--- config.mk ---
export PLATFORM = sky130hd
export DESIGN_NAME = maze_path_depth_first_search
export DESIGN_NICKNAME = d
export VERILOG_FILES = /design/src/design/mdfs_pkg.sv /design/src/design/maze_path_depth_first_search.sv
export VERILOG_INCLUDE_DIRS = /design/src /design/src/design
export SDC_FILE = /design/constraint.sdc
export NUM_CORES = 2
export LEC_CHECK = 0
export ABC_CLOCK_PERIOD_IN_PS = 16000
export BUFFER_PORTS_ARGS = -buffer_cell sky130_fd_sc_hd__clkbuf_2
export CAP_MARGIN = 5
export CELL_PAD_IN_SITES_DETAIL_PLACEMENT = 0
export CELL_PAD_IN_SITES_GLOBAL_PLACEMENT = 2
export CORE_AREA = 2 2 651 653
export CTS_BUF_LIST = sky130_fd_sc_hd__clkbuf_16
export CTS_CLUSTER_DIAMETER = 40
export DETAILED_ROUTE_END_ITERATION = 16
export DIE_AREA = 0 0 653 655
export GPL_ROUTABILITY_DRIVEN = 0
export HOLD_SLACK_MARGIN = 0.05
export PLACE_DENSITY_LB_ADDON = 0.1
export REMOVE_ABC_BUFFERS = 1
export SETUP_SLACK_MARGIN = 0.1
export SYNTH_ARGS = -nofsm -noshare
export SYNTH_HDL_FRONTEND = slang
export SYNTH_SLANG_ARGS = --single-unit
--- constraint.sdc ---
create_clock -name i_clk -period 16 [get_ports i_clk]
set_input_delay 3.2 -clock i_clk [delete_from_list [all_inputs] [get_ports i_clk]]
set_output_delay 3.2 -clock i_clk [all_outputs]
set_load 0.005 [all_outputs]
--- src/design/assert_macros.svh ---
`ifndef ASSERT_MACROS_SVH
`define ASSERT_MACROS_SVH

// Same-cycle implication, sampled on i_clk, off while i_rst_n is low.
`define ASSERT_IMPL(label, ante, cons) \
    label: assert property (@(posedge i_clk) disable iff (!i_rst_n) (ante) |-> (cons)) \
        else $error("same-cycle check failed");

// Next-cycle implication, sampled on i_clk, off while i_rst_n is low.
`define ASSERT_NEXT(label, ante, cons) \
    label: assert property (@(posedge i_clk) disable iff (!i_rst_n) (ante) |=> (cons)) \
        else $error("next-cycle check failed");

`endif

--- src/design/mdfs_pkg.sv ---
`timescale 1ns / 1ps

package mdfs_pkg;

    localparam int INNER_ROWS_DEF  = 14;
    localparam int INNER_COLS_DEF  = 14;
    localparam int STACK_DEPTH_DEF = 256;

    localparam int COORD_W = 4;
    localparam int DIR_W   = 4;
    localparam int CNT_W   = 9;
    localparam int IDX_W   = 8;
    localparam int CELL_W  = 2 * COORD_W;
    localparam int PC_W    = 5;

    typedef enum logic [1:0] {
        FUNC_WRITE  = 2'd0,
        FUNC_SEARCH = 2'd1,
        FUNC_READ   = 2'd2,
        FUNC_NONE   = 2'd3
    } t_func;

    typedef struct packed {
        t_func              func;
        logic [COORD_W-1:0] cell_row;
        logic [COORD_W-1:0] cell_col;
        logic               wall;
        logic [IDX_W-1:0]   entry_index;
    } t_cmd;

    typedef struct packed {
        logic               found;
        logic [CNT_W-1:0]   path_length;
        logic [COORD_W-1:0] path_row;
        logic [COORD_W-1:0] path_col;
        logic               entry_valid;
    } t_res;

    typedef struct packed {
        logic [COORD_W-1:0] row;
        logic [COORD_W-1:0] col;
        logic [DIR_W-1:0]   dir;
    } t_stk_entry;

    typedef enum logic [3:0] {
        ACT_NONE,
        ACT_CLRV,
        ACT_CLRALL,
        ACT_INIT,
        ACT_PUSH,
        ACT_POP,
        ACT_LOAD,
        ACT_PROBE,
        ACT_ADVANCE,
        ACT_STEPD,
        ACT_PUSHGOAL,
        ACT_FAIL,
        ACT_WRCELL,
        ACT_RDENT,
        ACT_FINISH
    } t_act;

    typedef enum logic [2:0] {
        C_NEVER,
        C_ALWAYS,
        C_CLR_MORE,
        C_SP_ZERO,
        C_D_END,
        C_GOAL,
        C_BLOCKED,
        C_FULL
    } t_cond;

    typedef struct packed {
        t_act            act;
        t_cond           cond;
        logic [PC_W-1:0] target;
        logic            halt;
    } t_uword;

    // Microprogram step addresses.
    localparam logic [PC_W-1:0] S_CLRV     = 5'd0;
    localparam logic [PC_W-1:0] S_INIT     = 5'd1;
    localparam logic [PC_W-1:0] S_PUSH0    = 5'd2;
    localparam logic [PC_W-1:0] S_POPCHK   = 5'd3;
    localparam logic [PC_W-1:0] S_POP      = 5'd4;
    localparam logic [PC_W-1:0] S_LOAD     = 5'd5;
    localparam logic [PC_W-1:0] S_DIRCHK   = 5'd6;
    localparam logic [PC_W-1:0] S_PROBE    = 5'd7;
    localparam logic [PC_W-1:0] S_CHECK    = 5'd8;
    localparam logic [PC_W-1:0] S_ADVCHK   = 5'd9;
    localparam logic [PC_W-1:0] S_ADVANCE  = 5'd10;
    localparam logic [PC_W-1:0] S_STEPD    = 5'd11;
    localparam logic [PC_W-1:0] S_GOALCHK1 = 5'd12;
    localparam logic [PC_W-1:0] S_GOALPSH1 = 5'd13;
    localparam logic [PC_W-1:0] S_GOALCHK2 = 5'd14;
    localparam logic [PC_W-1:0] S_GOALPSH2 = 5'd15;
    localparam logic [PC_W-1:0] S_FAIL     = 5'd16;
    localparam logic [PC_W-1:0] S_END      = 5'd17;
    localparam logic [PC_W-1:0] S_WRITE    = 5'd18;
    localparam logic [PC_W-1:0] S_RD       = 5'd19;
    localparam logic [PC_W-1:0] S_RSTCLR   = 5'd20;
    localparam logic [PC_W-1:0] S_RSTDONE  = 5'd21;

    // Control store. A step whose condition holds jumps to its target,
    // otherwise it falls through; the action is carried out either way.
    function automatic t_uword ucode(input logic [PC_W-1:0] pc);
        t_uword uw;
        uw = '{act: ACT_NONE, cond: C_NEVER, target: S_END, halt: 1'b1};
        unique case (pc)
            S_CLRV:     uw = '{act: ACT_CLRV, cond: C_CLR_MORE, target: S_CLRV, halt: 1'b0};
            S_INIT:     uw = '{act: ACT_INIT, cond: C_NEVER, target: S_END, halt: 1'b0};
            S_PUSH0:    uw = '{act: ACT_PUSH, cond: C_NEVER, target: S_END, halt: 1'b0};
            S_POPCHK:   uw = '{act: ACT_NONE, cond: C_SP_ZERO, target: S_END, halt: 1'b0};
            S_POP:      uw = '{act: ACT_POP, cond: C_NEVER, target: S_END, halt: 1'b0};
            S_LOAD:     uw = '{act: ACT_LOAD, cond: C_NEVER, target: S_END, halt: 1'b0};
            S_DIRCHK:   uw = '{act: ACT_NONE, cond: C_D_END, target: S_POPCHK, halt: 1'b0};
            S_PROBE:    uw = '{act: ACT_PROBE, cond: C_GOAL, target: S_GOALCHK1, halt: 1'b0};
            S_CHECK:    uw = '{act: ACT_NONE, cond: C_BLOCKED, target: S_STEPD, halt: 1'b0};
            S_ADVCHK:   uw = '{act: ACT_NONE, cond: C_FULL, target: S_FAIL, halt: 1'b0};
            S_ADVANCE:  uw = '{act: ACT_ADVANCE, cond: C_ALWAYS, target: S_DIRCHK,
                               halt: 1'b0};
            S_STEPD:    uw = '{act: ACT_STEPD, cond: C_ALWAYS, target: S_DIRCHK, halt: 1'b0};
            S_GOALCHK1: uw = '{act: ACT_NONE, cond: C_FULL, target: S_FAIL, halt: 1'b0};
            S_GOALPSH1: uw = '{act: ACT_PUSH, cond: C_NEVER, target: S_END, halt: 1'b0};
            S_GOALCHK2: uw = '{act: ACT_NONE, cond: C_FULL, target: S_FAIL, halt: 1'b0};
            S_GOALPSH2: uw = '{act: ACT_PUSHGOAL, cond: C_ALWAYS, target: S_END,
                               halt: 1'b0};
            S_FAIL:     uw = '{act: ACT_FAIL, cond: C_NEVER, target: S_END, halt: 1'b0};
            S_END:      uw = '{act: ACT_FINISH, cond: C_NEVER, target: S_END, halt: 1'b1};
            S_WRITE:    uw = '{act: ACT_WRCELL, cond: C_ALWAYS, target: S_END, halt: 1'b0};
            S_RD:       uw = '{act: ACT_RDENT, cond: C_ALWAYS, target: S_END, halt: 1'b0};
            S_RSTCLR:   uw = '{act: ACT_CLRALL, cond: C_CLR_MORE, target: S_RSTCLR,
                               halt: 1'b0};
            S_RSTDONE:  uw = '{act: ACT_NONE, cond: C_NEVER, target: S_END, halt: 1'b1};
            default:    uw = '{act: ACT_NONE, cond: C_NEVER, target: S_END, halt: 1'b1};
        endcase
        return uw;
    endfunction

    // Row offsets of the eight directions, two's complement.
    function automatic logic [COORD_W-1:0] dir_dr(input logic [2:0] d);
        logic [COORD_W-1:0] v;
        v = '0;
        unique case (d)
            3'd0, 3'd1, 3'd4: v = 4'd1;
            3'd2, 3'd6:       v = 4'd0;
            default:          v = 4'hF;
        endcase
        return v;
    endfunction

    // Column offsets of the eight directions, two's complement.
    function automatic logic [COORD_W-1:0] dir_dc(input logic [2:0] d);
        logic [COORD_W-1:0] v;
        v = '0;
        unique case (d)
            3'd0, 3'd2, 3'd3: v = 4'd1;
            3'd1, 3'd5:       v = 4'd0;
            default:          v = 4'hF;
        endcase
        return v;
    endfunction

endpackage

--- src/design/maze_path_depth_first_search.sv ---
`timescale 1ns / 1ps

// Maze solver by depth-first search over eight directions, run by a small
// microprogram. Load cells with write items, start a search with a search item,
// then fetch the path one entry at a time with read items. Each item gives one
// result on o_res, flagged by o_valid high for exactly one cycle; the block
// cannot be stalled, so the receiver must take it then. A search first sweeps
// the visited marks clear and seeds the stack, then handles each pop, each
// blocked direction and each direction that advances as its own step sequence,
// and then finishes: the single-port maze and visited memories allow one probe
// per step sequence. After reset the block clears both memories with busy high.
module maze_path_depth_first_search #(
    parameter int INNER_ROWS  = mdfs_pkg::INNER_ROWS_DEF,
    parameter int INNER_COLS  = mdfs_pkg::INNER_COLS_DEF,
    parameter int STACK_DEPTH = mdfs_pkg::STACK_DEPTH_DEF
) (
    input  logic           i_clk,
    input  logic           i_rst_n,
    input  logic           start,
    input  mdfs_pkg::t_cmd i_cmd,
    output logic           busy,
    output logic           o_valid,
    output mdfs_pkg::t_res o_res
);
    import mdfs_pkg::*;

    localparam int SW = $clog2(STACK_DEPTH);

    // Control registers.
    logic               r_busy;
    logic [PC_W-1:0]    r_pc;
    logic [CNT_W-1:0]   r_sp;
    logic               r_found;
    logic               r_rdv;
    logic [CELL_W-1:0]  r_clr;
    logic               r_valid;

    // Datapath registers.
    t_cmd               r_cmd;
    logic [COORD_W-1:0] r_r;
    logic [COORD_W-1:0] r_c;
    logic [DIR_W-1:0]   r_d;
    logic [COORD_W-1:0] r_nr;
    logic [COORD_W-1:0] r_nc;
    t_res               r_res;

    // Memories and their registered read data.
    logic               r_maze [256];
    logic               r_vis [256];
    t_stk_entry         r_stk [STACK_DEPTH];
    logic               r_maze_q;
    logic               r_vis_q;
    t_stk_entry         r_stk_q;

    t_uword             uw;
    logic [COORD_W-1:0] nr_c;
    logic [COORD_W-1:0] nc_c;
    logic               goal_c;
    logic               inner_c;
    logic               blocked_c;
    logic               full_c;
    logic               cond_c;
    logic [PC_W-1:0]    entry_pc;

    logic               maze_we;
    logic [CELL_W-1:0]  maze_wa;
    logic               maze_wd;
    logic               vis_we;
    logic [CELL_W-1:0]  vis_wa;
    logic               vis_wd;
    logic               stk_we;
    logic [SW-1:0]      stk_wa;
    t_stk_entry         stk_wd;
    logic               stk_re;
    logic [SW-1:0]      stk_ra;
    logic [CNT_W-1:0]   sp_dec;

    assign uw     = ucode(r_pc);
    assign nr_c   = r_r + dir_dr(r_d[2:0]);
    assign nc_c   = r_c + dir_dc(r_d[2:0]);
    assign goal_c = (nr_c == COORD_W'(INNER_ROWS)) && (nc_c == COORD_W'(INNER_COLS));
    assign inner_c = (r_nr != '0) && (r_nr <= COORD_W'(INNER_ROWS)) &&
                     (r_nc != '0) && (r_nc <= COORD_W'(INNER_COLS));
    assign blocked_c = !inner_c || r_maze_q || r_vis_q;
    assign full_c    = r_sp >= CNT_W'(STACK_DEPTH);
    assign sp_dec    = r_sp - CNT_W'(1);

    always_comb begin
        case (uw.cond)
            C_NEVER:    cond_c = 1'b0;
            C_ALWAYS:   cond_c = 1'b1;
            C_CLR_MORE: cond_c = (r_clr != '1);
            C_SP_ZERO:  cond_c = (r_sp == '0);
            C_D_END:    cond_c = r_d[DIR_W-1];
            C_GOAL:     cond_c = goal_c;
            C_BLOCKED:  cond_c = blocked_c;
            C_FULL:     cond_c = full_c;
            default:    cond_c = 1'b0;
        endcase
    end

    always_comb begin
        unique case (i_cmd.func)
            FUNC_WRITE:  entry_pc = S_WRITE;
            FUNC_SEARCH: entry_pc = S_CLRV;
            FUNC_READ:   entry_pc = S_RD;
            default:     entry_pc = S_END;
        endcase
    end

    // Write port selection for the three memories and read port selection for the stack.
    always_comb begin
        maze_we = 1'b0;
        maze_wa = {r_cmd.cell_row, r_cmd.cell_col};
        maze_wd = r_cmd.wall;
        vis_we  = 1'b0;
        vis_wa  = r_clr;
        vis_wd  = 1'b0;
        stk_we  = 1'b0;
        stk_wa  = r_sp[SW-1:0];
        stk_wd  = '{row: r_r, col: r_c, dir: r_d};
        stk_re  = 1'b0;
        stk_ra  = sp_dec[SW-1:0];
        case (uw.act)
            ACT_CLRV: begin
                vis_we = 1'b1;
            end
            ACT_CLRALL: begin
                vis_we  = 1'b1;
                maze_we = 1'b1;
                maze_wa = r_clr;
                maze_wd = 1'b0;
            end
            ACT_INIT: begin
                vis_we = 1'b1;
                vis_wa = {COORD_W'(1), COORD_W'(1)};
                vis_wd = 1'b1;
            end
            ACT_PUSH: begin
                stk_we = 1'b1;
            end
            ACT_POP: begin
                stk_re = 1'b1;
            end
            ACT_ADVANCE: begin
                vis_we = 1'b1;
                vis_wa = {r_nr, r_nc};
                vis_wd = 1'b1;
                stk_we = 1'b1;
                stk_wd = '{row: r_r, col: r_c, dir: r_d + DIR_W'(1)};
            end
            ACT_PUSHGOAL: begin
                stk_we = 1'b1;
                stk_wd = '{row: r_nr, col: r_nc, dir: r_d};
            end
            ACT_WRCELL: begin
                maze_we = 1'b1;
            end
            ACT_RDENT: begin
                stk_re = 1'b1;
                stk_ra = r_cmd.entry_index[SW-1:0];
            end
            default: begin
            end
        endcase
    end

    always_ff @(posedge i_clk) begin
        if (maze_we) begin
            r_maze[maze_wa] <= maze_wd;
        end
        if (uw.act == ACT_PROBE) begin
            r_maze_q <= r_maze[{nr_c, nc_c}];
        end
    end

    always_ff @(posedge i_clk) begin
        if (vis_we) begin
            r_vis[vis_wa] <= vis_wd;
        end
        if (uw.act == ACT_PROBE) begin
            r_vis_q <= r_vis[{nr_c, nc_c}];
        end
    end

    always_ff @(posedge i_clk) begin
        if (stk_we) begin
            r_stk[stk_wa] <= stk_wd;
        end
        if (stk_re) begin
            r_stk_q <= r_stk[stk_ra];
        end
    end

    // Sequencer and control state.
    always_ff @(posedge i_clk) begin
        if (!i_rst_n) begin
            r_busy  <= 1'b1;
            r_pc    <= S_RSTCLR;
            r_sp    <= '0;
            r_found <= 1'b0;
            r_rdv   <= 1'b0;
            r_clr   <= '0;
            r_valid <= 1'b0;
        end else begin
            r_valid <= 1'b0;
            if (!r_busy) begin
                if (start) begin
                    r_busy <= 1'b1;
                    r_pc   <= entry_pc;
                    r_rdv  <= 1'b0;
                end
            end else begin
                if (uw.halt) begin
                    r_busy <= 1'b0;
                end else if (cond_c) begin
                    r_pc <= uw.target;
                end else begin
                    r_pc <= r_pc + PC_W'(1);
                end
                case (uw.act)
                    ACT_CLRV, ACT_CLRALL: r_clr <= r_clr + CELL_W'(1);
                    ACT_INIT: begin
                        r_sp    <= '0;
                        r_found <= 1'b0;
                    end
                    ACT_PUSH, ACT_ADVANCE: r_sp <= r_sp + CNT_W'(1);
                    ACT_POP:  r_sp <= sp_dec;
                    ACT_PUSHGOAL: begin
                        r_sp    <= r_sp + CNT_W'(1);
                        r_found <= 1'b1;
                    end
                    ACT_FAIL:   r_sp <= '0;
                    ACT_RDENT:  r_rdv <= ({1'b0, r_cmd.entry_index} < r_sp);
                    ACT_FINISH: r_valid <= 1'b1;
                    default: begin
                    end
                endcase
            end
        end
    end

    // Datapath registers, no reset needed.
    always_ff @(posedge i_clk) begin
        if (!r_busy && start) begin
            r_cmd <= i_cmd;
        end
        if (r_busy) begin
            case (uw.act)
                ACT_INIT: begin
                    r_r <= COORD_W'(1);
                    r_c <= COORD_W'(1);
                    r_d <= '0;
                end
                ACT_LOAD: begin
                    r_r <= r_stk_q.row;
                    r_c <= r_stk_q.col;
                    r_d <= r_stk_q.dir;
                end
                ACT_PROBE: begin
                    r_nr <= nr_c;
                    r_nc <= nc_c;
                end
                ACT_ADVANCE: begin
                    r_r <= r_nr;
                    r_c <= r_nc;
                    r_d <= '0;
                end
                ACT_STEPD: r_d <= r_d + DIR_W'(1);
                ACT_FINISH: begin
                    r_res.found       <= r_found;
                    r_res.path_length <= r_sp;
                    r_res.path_row    <= r_rdv ? r_stk_q.row : '0;
                    r_res.path_col    <= r_rdv ? r_stk_q.col : '0;
                    r_res.entry_valid <= r_rdv;
                end
                default: begin
                end
            endcase
        end
    end

    assign busy    = r_busy;
    assign o_valid = r_valid;
    assign o_res   = r_res;

    `include "assert_macros.svh"

    `ASSERT_IMPL(a_result_when_idle, o_valid, !busy)
    `ASSERT_NEXT(a_accept_starts_work, start && !busy, busy)
    `ASSERT_IMPL(a_stack_bounded, 1'b1, r_sp <= CNT_W'(STACK_DEPTH))
    `ASSERT_IMPL(a_found_has_path, r_found, r_sp >= CNT_W'(2))

endmodule
# ---- After elaboration in Yosys (flattened, before gate mapping)
# Memories as Yosys holds them, arrays and structs flattened. A register that Yosys moved wholly into a read port is not among the register bits.
# Cells that the tools add are included.
dict set report totals {
  inputBits 22
  regBits 82
  output_inout_bits 21
  n_memories 4
  word_cells 149
  ramBits 3584
  romBits 416
}
# memory words width read_ports rd_ports_with_merged_regs wr line
set memory_table {}
lappend memory_table {r_stk 256 12 1 1 1 maze_path_depth_first_search.sv:50} ;# t_stk_entry r_stk [STACK_DEPTH];
lappend memory_table {{(name not given)} 32 13 1 1 0 mdfs_pkg.sv:110} ;# unique case (pc)
lappend memory_table {r_maze 256 1 1 1 1 maze_path_depth_first_search.sv:48} ;# logic r_maze [256];
lappend memory_table {r_vis 256 1 1 1 1 maze_path_depth_first_search.sv:49} ;# logic r_vis [256];
dict set report op_classes {
  n_eq_ne 34
  n_lt_le_gt_ge 4
  add_sub_neg 7
  n_mux 38
  n_reduce_logical 41
}
# op count
set ops {}
lappend ops {{$eq A4 B4 Y1 const B} 9}
lappend ops {{$pmux W4 S3} 3}
lappend ops {{$mux W5} 6}
lappend ops {{$pmux W9 S3} 1}
lappend ops {{$pmux W12 S2} 1}
lappend ops {{$eq A3 B3 Y1 const B} 7}
lappend ops {{$reduce_and A2 Y1} 10}
lappend ops {{$mux W1} 19}
lappend ops {{$eq A4 B3 Y1 const B} 4}
lappend ops {{$mux W8} 2}
lappend ops {{$pmux W4 S2} 2}
lappend ops {{$pmux W8 S2} 1}
lappend ops {{$pmux W5 S3} 1}
lappend ops {{$reduce_or A2 Y1} 7}
lappend ops {{$eq A3 B2 Y1 const B} 4}
lappend ops {{$add A9 B1 Y9 const B} 1}
lappend ops {{$ge A9 B9 Y1 const B} 1}
lappend ops {{$logic_not A9 Y1} 1}
lappend ops {{$lt A8 B9 Y1} 1}
lappend ops {{$reduce_bool A3 Y1} 3}
lappend ops {{$reduce_or A3 Y1} 3}
lappend ops {{$sub A9 B1 Y9 const B} 1}
lappend ops {{$add A4 B4 Y4} 2}
lappend ops {{$add A8 B1 Y8 const B} 1}
lappend ops {{other kinds (21)} 33}

# ---- Logic depth before layout (Yosys ltp)
dict set report logic_depth {
  depth_word 13
  ltp_mapped 18
  ltp_nobuf 18
}

# ---- Worst setup path before layout
# Ideal clock, no wire load.
dict set report synth_path {
  path_type {flip-flop to flip-flop}
  from {register uw[11] (netlist name)}
  to {memory r_stk[0][1] (netlist bit), data pin}
  path_buffers 2
  path_stages_with_launch 7
  synth_period_minus_slack_ps 13326
  t_required_ps 13810
  arrival_ps 11136
  slack_ps 2674
  setup_ps 2190
  path_cell_list {dfxtp_1 -> inv_1 -> nand2_1 -> nor3_1 -> clkbuf_1 -> buf_1 -> o21ai_0}
}
# item line
set synth_rtl {}
lappend synth_rtl {{end, declared} maze_path_depth_first_search.sv:50}

# ---- Final worst setup path
dict set report layout_path {
  from {register uw[11] (netlist name)}
  to {register r_stk_q[4] (netlist name)}
}
dict set report layout_between {
  elab_chain_len 3
  elab_cells_between_ends 5
  cone_classes {2 x eq/ne; 2 x mux; 1 x reduce/logical}
}
# item line
set layout_lines {}
lappend layout_lines {{$eq A4 B4 Y1 or $eq A4 B3 Y1 (tied branches)} maze_path_depth_first_search.sv:124} ;# case (uw.act)
lappend layout_lines {{$reduce_or A2 Y1 (no line)} --}
lappend layout_lines {{$mux W1} maze_path_depth_first_search.sv:124}
# Parallel ways exist; a longest one is shown, timed or not.
# A chain may end at the register's enable or synchronous reset.

==> reports/qor.yml <==
run_status:
  outcome: "completed"
grt:
  grt_max_degree: 182
  grtUsageTotal_pct: 22.9
  grt_pass1_vias: 81000
  antenna_found_initial: 71
  grt_overflow: 0
  grt_pass1_wl_microns: 680000
clocking:
  htreeDepth: 6
  cts-resized-gates: 0
  clock-sinks: 3693
  cts_tree: "yes"
  root_buffer: "clkbuf_16"
  hold_buffers: 0
  numCtsBuffers: 582
  path_clk_slew_ps: 60
  clk_latency_ps: 1040
  clock_path_buffers: 4
  post_cts_buffers: 0
synthesis:
  synth_area_leader_cell: "edfxtp_1"
  syn_inst: 7908
  yosysSeqAreaShare_pct: 75.3
  synth_top_area_share_pct: 74.8
  synth-simple-area-share_pct: 6.01
  synth_top_family_by_area: "multiplexers"
  syn-cell-area_sq_um: 147000
  muxShareOfSynthArea_pct: 14.2
  synth_seq_cells: 3693
  synthAdderAreaFrac_pct: 0.309
  synth_compound_area_share_pct: 2.45
  synth_area_leaders: "edfxtp_1, mux4_2, nor2_1"
  synthXorXnorAreaFrac_pct: 0.142
  syn_avg_cell_area_sq_um: 18.6
  synthArstFlopShare_pct: 0
  ys.flop_type: "edfxtp_1"
  synth_cell_types: 90
  synth_edf_count: 3654
  yosysWarnings: 0
routing:
  viasPerCell: 5.52
  vias: 79800
  post_drt_wl_per_cell_microns: 34.3
  antenna_left: 0
  wl_microns: 497000
  first_iter_violations: 9121
  route.detailed.drc: 0
  dr.pass1.iters: 7
worst_setup_path:
  worstPathRequired_ps: 16750
  crit_arrival_ps: 7800
  critPathMaxFanout: 47
  critPathKind: "reg2reg"
  startpoint_type: "flop"
  endpoint_kind: "flop"
placement:
  dp.cells: 13400
  hpwl_microns: 295000
  io_buffers: 42
timing:
  clock-skew-final_ps: 53.2
  hold_viol: 0
  period_share_pct: 44.1
  tightest_slew_ps: 1380
  fin_crit_ps: 7060
  max-slew-margin-rel_pct: 7.47
  max_freq_mhz: 142
  finalSetupViolCount: 0
  rsz0062_at_grt: "false"
  drv_slew: 0
final_layout:
  ff_latch_area_sq_um: 111000
  drive_gt1_share_pct: 26.5
  num-nets-final: 8502
  finalNonFillerCells: 14500
  syn_to_final_growth_pct: 19.4
  num-fill-cells: 37500
  multiInputGateArea_sq_um: 34700
floorplan:
  core.rowCount: 239
  dieArea_sq_um: 428000
  io_pins: 43
  die_h_microns: 655
  fp.dieW_microns: 653
  initial_core_util_pct: 34.8
  core_sq_um: 422000
hold_path:
  hold_path_class: "reg2reg"
run:
  max-cap-violations: 0
[cell families after synthesis]
kind of cell	count (synthesis)
muxes	998
AOI/OAI and AO/OA	522
and+or+nand+nor	2129
xor gates and xnor gates	22
DFF	3693
buffers and inverters	509
adders and majority gates	35
[state kept, by name (all words and copies together), names as in the netlist, 4 cells and up]
name / cells
r_sp: 9
r_d: 4
o_res: 19
r_c: 4
r_maze: 256
r_r: 4
r_clr: 8
r_nc: 4
r_nr: 4
uw: 13
r_vis: 256
r_stk_q: 12
r_cmd: 17
r_stk: 3072
r_pc: 5
[layout make-up]
type	instances	share of cell area [%]
clock buffers	590	8.42
well taps	5543	3.96
flip-flops and latches	3693	63.0
multi-input cells	3706	19.8
repair buffers	431	1.89
clock inverters	463	2.78
diodes	15	0.0214
inverters	31	0.0692
[synth_stat cells, types with 23 or more instances]
library cell and count:
a21oi_1 123, and3_1 37, a221oi_1 23, buf_1 54, edfxtp_1 3654, nand3_1 257
o21ai_0 44, ha_1 33, clkbuf_1 249, nor3_1 31, nand4_1 25, mux2i_1 119
a31oi_1 87, buf_2 96, dfxtp_1 39, buf_4 71, inv_1 28, a32oi_1 49
mux4_2 864, nand2_1 813, nor2_1 872, o22ai_1 37, a22oi_1 29
[layer usage]
layer	track usage, %	vias up	wire, microns
met4	6.19	6	13000
met5	0	-	31
met3	3.62	633	31500
li1	-	32900	-
met1	32.0	43400	213000
met2	37.5	2865	240000
[critical path, cell delays in order, from the launching register on]
cell and delay, ps:
dfxtp_1 720, nand4b_4 590, mux2_8 740, a211oi_4 770
buf_4 480, buf_4 550, nand2_1 810, o22ai_1 940
a31oi_1 80, a21oi_1 870, nor4_1 150
[placed cells by master (no fill, tap or decap), drive strengths merged, types with 16 or more instances in the layout]
| master | n |
|---|---|
| and2 | 18 |
| nand3b | 16 |
| dfxtp | 39 |
| nand4 | 25 |
| clkinv | 208 |
| clkinvlp | 55 |
| o22ai | 37 |
| nor2 | 873 |
| and3 | 37 |
| a21oi | 123 |
| mux4 | 864 |
| mux2i | 120 |
| a22oi | 29 |
| inv | 157 |
| nor3 | 33 |
| edfxtp | 3654 |
| o21ai | 50 |
| bufinv | 74 |
| buf | 389 |
| a31oi | 87 |
| clkbuf | 632 |
| a221oi | 24 |
| nand3 | 257 |
| ha | 33 |
| nand2 | 813 |
| a32oi | 49 |
[metrics by stage]
stage               setup TNS [ps]  hold slack [ps]  cell area (sq um)  setup slack [ps]  utilization (%)
finish                           0              539             175000              8940             41.6
global placement                 0              558             156000              8550             36.9
global route                     0              571             175000              8600             41.6
detailed placement               0              558             156000              8930             36.9
floorplan                  -386400              431             145000            -32370                -
CTS                              0              548             175000              8920             41.6
[path summary, 6_finish.rpt]
kind                            cells after the start  startpoint  slack, ps          to
worst max-delay path                               10      uw[11]       8940  r_stk_q[4]
worst min-delay path                                0     r_found        540   o_res[18]
worst max register to register                     10      uw[11]       8940  r_stk_q[4]
worst min register to register                      0     r_found        540   o_res[18]
Power is not shown: default switching activity piles up to over one toggle a cycle in this logic, so the estimate is an artifact.
